### src/hw/rtl/sadee_pkg.sv
// shared types and constants for the block sad engine with early exit
// no dependencies; imported by every module of the block

package sadee_pkg;

  localparam int LANES    = 4;
  localparam int BYTE_W   = 8;
  localparam int SUM_W    = 24;
  localparam int LIMIT_W  = 24;
  localparam int SAD_W    = 24;
  // four 8-bit absolute differences fit in 10 bits
  localparam int ADD_W    = 10;
  localparam int CMP_W    = (SUM_W > LIMIT_W) ? SUM_W : LIMIT_W;

  localparam logic [LIMIT_W-1:0] LIMIT_RESET = {LIMIT_W{1'b1}};
  localparam logic [SUM_W-1:0]   SUM_MAX     = {SUM_W{1'b1}};

  typedef logic [LANES-1:0][BYTE_W-1:0] lane_bytes_t;

  // row and block markers of one transaction
  typedef struct packed {
    logic row_last;
    logic block_last;
  } item_ctl_t;

endpackage

### src/hw/rtl/sadee_diff.sv
// absolute differences of the four lane pairs, summed
// depends on sadee_pkg

module sadee_diff
  import sadee_pkg::*;
(
  input  lane_bytes_t       cur_bytes,
  input  lane_bytes_t       ref_bytes,
  output logic [ADD_W-1:0]  diff_sum
);

  logic [LANES-1:0][BYTE_W-1:0] lane_diff;

  // per-lane absolute difference
  always_comb begin
    for (int i = 0; i < LANES; i++) begin
      if (cur_bytes[i] > ref_bytes[i]) begin
        lane_diff[i] = cur_bytes[i] - ref_bytes[i];
      end else begin
        lane_diff[i] = ref_bytes[i] - cur_bytes[i];
      end
    end
  end

  // two-level adder tree
  assign diff_sum = (ADD_W'(lane_diff[0]) + ADD_W'(lane_diff[1]))
                  + (ADD_W'(lane_diff[2]) + ADD_W'(lane_diff[3]));

endmodule

### src/hw/rtl/sadee_accum.sv
// running sum, early-exit decision and result register
// depends on sadee_pkg

module sadee_accum
  import sadee_pkg::*;
(
  input  logic                clk,
  input  logic                rst,
  input  logic                item_take,
  input  item_ctl_t           item_ctl,
  input  logic [ADD_W-1:0]    diff_sum,
  input  logic [LIMIT_W-1:0]  limit,
  input  logic                res_stall,
  output logic                res_valid,
  output logic [SAD_W-1:0]    res_sad,
  output logic                res_early
);

  logic [SUM_W-1:0] running_sum;
  logic [SUM_W-1:0] running_sum_next;
  logic             skip_rest;
  logic             skip_rest_next;
  logic [SUM_W:0]   sum_wide;
  logic [SUM_W-1:0] sum_sat;
  logic             over_limit;
  logic             emit;
  logic             emit_early;

  // saturating add and limit compare
  assign sum_wide   = {1'b0, running_sum} + (SUM_W + 1)'(diff_sum);
  assign sum_sat    = sum_wide[SUM_W] ? SUM_MAX : sum_wide[SUM_W-1:0];
  assign over_limit = CMP_W'(sum_sat) > CMP_W'(limit);

  // block state update for one transaction
  always_comb begin
    running_sum_next = running_sum;
    skip_rest_next   = skip_rest;
    emit             = 1'b0;
    emit_early       = 1'b0;
    if (skip_rest) begin
      if (item_ctl.block_last) begin
        skip_rest_next   = 1'b0;
        running_sum_next = '0;
      end
    end else if ((item_ctl.row_last || item_ctl.block_last) && over_limit) begin
      emit             = 1'b1;
      emit_early       = 1'b1;
      running_sum_next = '0;
      skip_rest_next   = !item_ctl.block_last;
    end else if (item_ctl.block_last) begin
      emit             = 1'b1;
      running_sum_next = '0;
    end else begin
      running_sum_next = sum_sat;
    end
  end

  // state and result register
  always_ff @(posedge clk) begin
    if (rst) begin
      running_sum <= '0;
      skip_rest   <= 1'b0;
      res_valid   <= 1'b0;
    end else begin
      if (item_take) begin
        running_sum <= running_sum_next;
        skip_rest   <= skip_rest_next;
      end
      if (item_take && emit) begin
        res_valid <= 1'b1;
      end else if (!res_stall) begin
        res_valid <= 1'b0;
      end
    end
  end

  // result payload
  always_ff @(posedge clk) begin
    if (item_take && emit) begin
      res_sad   <= SAD_W'(sum_sat);
      res_early <= emit_early;
    end
  end

endmodule

### src/hw/rtl/block_sad_early_exit.sv
// Block sum of absolute differences with early exit at row ends.
// Input channel (in_valid / in_stall): four current and four reference
// bytes plus row_last and block_last per transaction. Output channel
// (out_valid / out_stall): sad_value and stopped_early, zero or one result
// per input transaction. Config channel (cfg_valid / cfg_ready, always
// ready): writes early_exit_limit; write only while the block is idle.
// Pipeline: the input register takes a transaction, and the result register
// loads from it through the combinational differences and accumulate.
// Throughput: one transaction per cycle while no stalled result is pending,
// set by the combinational saturating accumulate between the two registers.
// Reset (rst, synchronous): running sum and skip flag clear, limit returns
// to all ones, both pipeline stages empty.
// When the receiver stalls, the result register holds its payload; while a
// stalled result is pending, a transaction in the input register waits and
// the input channel stalls.
// depends on sadee_pkg, sadee_diff, sadee_accum

module block_sad_early_exit
  import sadee_pkg::*;
(
  input  logic                clk,
  input  logic                rst,
  input  logic                in_valid,
  output logic                in_stall,
  input  logic [BYTE_W-1:0]   cur_byte_0,
  input  logic [BYTE_W-1:0]   cur_byte_1,
  input  logic [BYTE_W-1:0]   cur_byte_2,
  input  logic [BYTE_W-1:0]   cur_byte_3,
  input  logic [BYTE_W-1:0]   ref_byte_0,
  input  logic [BYTE_W-1:0]   ref_byte_1,
  input  logic [BYTE_W-1:0]   ref_byte_2,
  input  logic [BYTE_W-1:0]   ref_byte_3,
  input  logic                row_last,
  input  logic                block_last,
  output logic                out_valid,
  input  logic                out_stall,
  output logic [SAD_W-1:0]    sad_value,
  output logic                stopped_early,
  input  logic                cfg_valid,
  output logic                cfg_ready,
  input  logic [LIMIT_W-1:0]  cfg_data
);

  logic [LIMIT_W-1:0] early_exit_limit;
  logic               stage_valid;
  lane_bytes_t        stage_cur;
  lane_bytes_t        stage_ref;
  item_ctl_t          stage_ctl;
  logic               item_take;
  logic               in_take;
  logic [ADD_W-1:0]   diff_sum;

  // configuration register
  assign cfg_ready = 1'b1;

  always_ff @(posedge clk) begin
    if (rst) begin
      early_exit_limit <= LIMIT_RESET;
    end else if (cfg_valid && cfg_ready) begin
      early_exit_limit <= cfg_data;
    end
  end

  // pipeline handshake
  assign item_take = stage_valid && (!out_valid || !out_stall);
  assign in_stall  = stage_valid && !item_take;
  assign in_take   = in_valid && !in_stall;

  // input register
  always_ff @(posedge clk) begin
    if (rst) begin
      stage_valid <= 1'b0;
    end else if (in_take) begin
      stage_valid <= 1'b1;
    end else if (item_take) begin
      stage_valid <= 1'b0;
    end
  end

  always_ff @(posedge clk) begin
    if (in_take) begin
      stage_cur           <= {cur_byte_3, cur_byte_2, cur_byte_1, cur_byte_0};
      stage_ref           <= {ref_byte_3, ref_byte_2, ref_byte_1, ref_byte_0};
      stage_ctl.row_last   <= row_last;
      stage_ctl.block_last <= block_last;
    end
  end

  sadee_diff u_diff (
    .cur_bytes (stage_cur),
    .ref_bytes (stage_ref),
    .diff_sum  (diff_sum)
  );

  sadee_accum u_accum (
    .clk       (clk),
    .rst       (rst),
    .item_take (item_take),
    .item_ctl  (stage_ctl),
    .diff_sum  (diff_sum),
    .limit     (early_exit_limit),
    .res_stall (out_stall),
    .res_valid (out_valid),
    .res_sad   (sad_value),
    .res_early (stopped_early)
  );

endmodule

### config.mk
export PLATFORM = sky130hd
export DESIGN_NAME = block_sad_early_exit
export DESIGN_NICKNAME = d
export VERILOG_FILES = /design/src/hw/rtl/sadee_pkg.sv /design/src/hw/rtl/sadee_diff.sv /design/src/hw/rtl/sadee_accum.sv /design/src/hw/rtl/block_sad_early_exit.sv
export SDC_FILE = /design/constraint.sdc
export NUM_CORES = 1
export LEC_CHECK = 0
export BUFFER_PORTS_ARGS = -buffer_cell sky130_fd_sc_hd__buf_2
export CAP_MARGIN = 20
export CORE_AREA = 2 2 150 152
export CTS_CLUSTER_DIAMETER = 80
export DETAILED_ROUTE_END_ITERATION = 10
export DIE_AREA = 0 0 152 154
export PLACE_DENSITY_LB_ADDON = 0.25
export SLEW_MARGIN = 20
export SYNTH_ARGS = -nofsm -noshare
export SYNTH_HDL_FRONTEND = slang
export SYNTH_SLANG_ARGS = --single-unit
### constraint.sdc
create_clock -name clk -period 9.1 [get_ports clk]
set_input_delay 0.455 -clock clk [delete_from_list [all_inputs] [get_ports clk]]
set_output_delay 0.455 -clock clk [all_outputs]
set_load 0.01 [all_outputs]
==> flow_summary.json <==
{
  "cts_tree": "built",
  "start_util": 0.437,
  "cts.clk_slew.worst_paths_ns": 0.07,
  "first_iter_violations": 393,
  "viasPerCell": 5.19,
  "synthArstFlopShare": 0,
  "cts.sinks": 142,
  "fin_skew_ns": 0.0101,
  "intPower_w": 0.00210,
  "cts_root_buffer": "clkbuf_16",
  "synth_area_leaders": "edfxtp_1, ha_1, dfxtp_1",
  "post_cts_buffers": 0,
  "finalMaxSlewViolations": 0,
  "grt_start_max_net_pins": 67,
  "gr-total-overflow": 0,
  "status": "finished, final reports clean",
  "wl_per_cell_um": 14.3,
  "cp-end-kind": "flip-flop",
  "synth_fp_nets": 1172,
  "cellLeakagePower_nw": 5.11,
  "clockBufferDepth": 2,
  "drv_cap": 0,
  "rows": 54,
  "n_antenna_cell": 0,
  "power_frac_seq": 0.221,
  "die_h_um": 154,
  "hold_path.class": "input port to flip-flop",
  "period_minus_slack_ns": 8.41,
  "rsz0062_at_grt": "false",
  "finalSetupViolCount": 0,
  "grt_pass1_wl_mm": 32.4,
  "crit_required_ns": 9.25,
  "htreeDepth": 4,
  "yosys_register_bits": 142,
  "cts_made_buffers": 17,
  "slew-limit-headroom": 0.335,
  "dpl_cell_area_mm2": 0.0103,
  "port_buffers": 121,
  "die_area_mm2": 0.0234,
  "final_area_mm2": 0.0109,
  "antenna_found_initial": 0,
  "comb_power_share": 0.595,
  "clk-insertion-delay-late_ns": 0.43,
  "drc": 0,
  "worstMarginPinSlew_ns": 0.996,
  "rr_worst_depth": 33,
  "clockPowerShare": 0.185,
  "synthFlopType": "edfxtp_1",
  "grt_pass1_vias": 6841,
  "die_w_um": 152,
  "synth_area_leader_cell": "edfxtp_1",
  "finalWeightedCongestion": 0.910,
  "cp.arrival_ns": 8.56,
  "worstHoldPathCells": 1,
  "post_cts_resized": 0,
  "slowest_delay_ns": 0.59,
  "synth_top_area_share": 0.288,
  "synth-edff-count": 91,
  "crit_slowest_cell": "or4_1",
  "drive_gt1_frac": 0.175,
  "io_pins": 123,
  "stdcell_count": 1356,
  "synth_area_per_cell_um2": 10.0,
  "powerDensity_mw_per_mm2": 352,
  "layout_worst_path_cycle_share": 0.924,
  "worst-setup-path-type": "flip-flop to flip-flop",
  "dp_hpwl_mm": 15.1,
  "via_count": 7038,
  "drtAntennaViolNets": 0,
  "core_mm2": 0.0217,
  "grt_usage": 0.167,
  "switching_share": 0.453,
  "cts_hold_buffers": 0,
  "path_max_fanout": 25,
  "syn_area_mm2": 0.00948,
  "setup_tns_ns": 0,
  "p_sw_w": 0.00174,
  "vdd_drop_max_v": 0.000466,
  "placedCellCount": 1324,
  "dr.pass1.iters": 5,
  "max_freq_mhz": 119,
  "synth.distinct_cells": 69,
  "cp-start-kind": "flip-flop",
  "fin_nets": 1289,
  "final_util": 0.504,
  "final_cell_mix": "inv_1, buf_2, ha_1",
  "finalHoldViolCount": 0,
  "wirelength_mm": 19.4,
  "area_growth_pct": 15.3,
  "ys_warn_count": 0,
  "ys_seq_area_frac": 0.396,
  "synthCells": 946
}
## routing by layer
| metal | part of all wire | vias to the layer above | track usage |
|---|---|---|---|
| met5 | 0 | - | 0 |
| met4 | 0.0091 | 0 | 0.0427 |
| met3 | 0.043 | 13 | 0.0349 |
| met2 | 0.46 | 169 | 0.270 |
| met1 | 0.49 | 3240 | 0.230 |
| li1 | - | 3616 | - |
## state kept, by name (all words and copies together), names as in the netlist
register	count
stage_cur	32
stage_ref	32
early_exit_limit	24
u_accum.res_sad	24
u_accum.running_sum	24
stage_ctl	2
stage_valid	1
u_accum.res_early	1
u_accum.res_valid	1
u_accum.skip_rest	1
## synthesized netlist by cell type, types with 8 or more instances
library cell,instances
a21o_1,20
a21oi_1,58
a22o_1,18
a22oi_1,9
a31oi_1,10
clkbuf_1,16
dfxtp_1,51
edfxtp_1,91
fa_1,12
ha_1,119
inv_1,121
mux2_2,9
mux2i_1,9
nand2_1,67
nand2b_1,10
nand3_1,27
nand4_1,11
nor2_1,32
nor2b_1,16
nor3_1,8
o211ai_1,24
o21ai_0,43
o21ai_1,13
xnor2_1,41
xor2_1,15
## kinds of logic (layout without fill, tap and decap cells)
kind of cell	Yosys count	after routing	synth area share
and+or+nand+nor	206	206	0.114
adders and majority gates	131	131	0.182
other	1	1	0.000396
DFF	142	142	0.396
buffers and inverters	148	278	0.0650
AOI/OAI and AO/OA	244	244	0.170
xor gates and xnor gates	56	56	0.0517
muxes	18	18	0.0202
## path summary, 6_finish.rpt
| path | startpoint | end | slack (ns) |
|---|---|---|---|
| setup / recovery | stage_cur[0] | u_accum.res_sad[7] | 0.69 |
| hold / removal | cur_byte_0[7] | stage_cur[7] | 0.19 |
| setup reg to reg | stage_cur[0] | u_accum.res_sad[7] | 0.69 |
| hold reg to reg | u_accum.running_sum[0] | u_accum.running_sum[0] | 0.46 |
## metrics by stage
| stage | setup slack (ns) | hold slack [ns] | power [W] |
|---|---|---|---|
| after floorplan | 1.34 | 0.430 | 0.00262 |
| after global placement | 0.846 | 0.448 | 0.00310 |
| after detailed placement | 0.629 | 0.455 | 0.00314 |
| after CTS | 0.576 | 0.171 | 0.00387 |
| after global routing | 0.0299 | 0.175 | 0.00420 |
| final | 0.695 | 0.193 | 0.00385 |
## worst max-delay path: cells and delay by family, from the launching register on
kind | cells | cell delay, ns
AOI/OAI and AO/OA | 14 | 3.09
xor gates and xnor gates | 2 | 0.28
adders and majority gates | 6 | 1.96
buffers and inverters | 4 | 0.41
DFF | 1 | 0.40
muxes | 1 | 0.42
and+or+nand+nor | 6 | 1.56
## power groups by stage
| stage | combinational (W) | clock [W] | sequential [W] |
|---|---|---|---|
| floorplan | 0.00175 | 0 | 0.000865 |
| global placement | 0.00224 | 0 | 0.000862 |
| detailed placement | 0.00228 | 0 | 0.000862 |
| CTS | 0.00229 | 0.000732 | 0.000849 |
| global route | 0.00258 | 0.000757 | 0.000855 |
| finish | 0.00229 | 0.000711 | 0.000848 |
## layout make-up
class                           instances  area [um^2]
Fill cell                            1997        10800
Multi-Input combinational cell        656         5120
Sequential cell                       142         3750
Timing Repair Buffer                  124          628
Inverter                              122          458
Clock buffer                           18          450
Tap cell                              280          350
Clock inverter                         14          166
(Power assumes the default switching activity.)
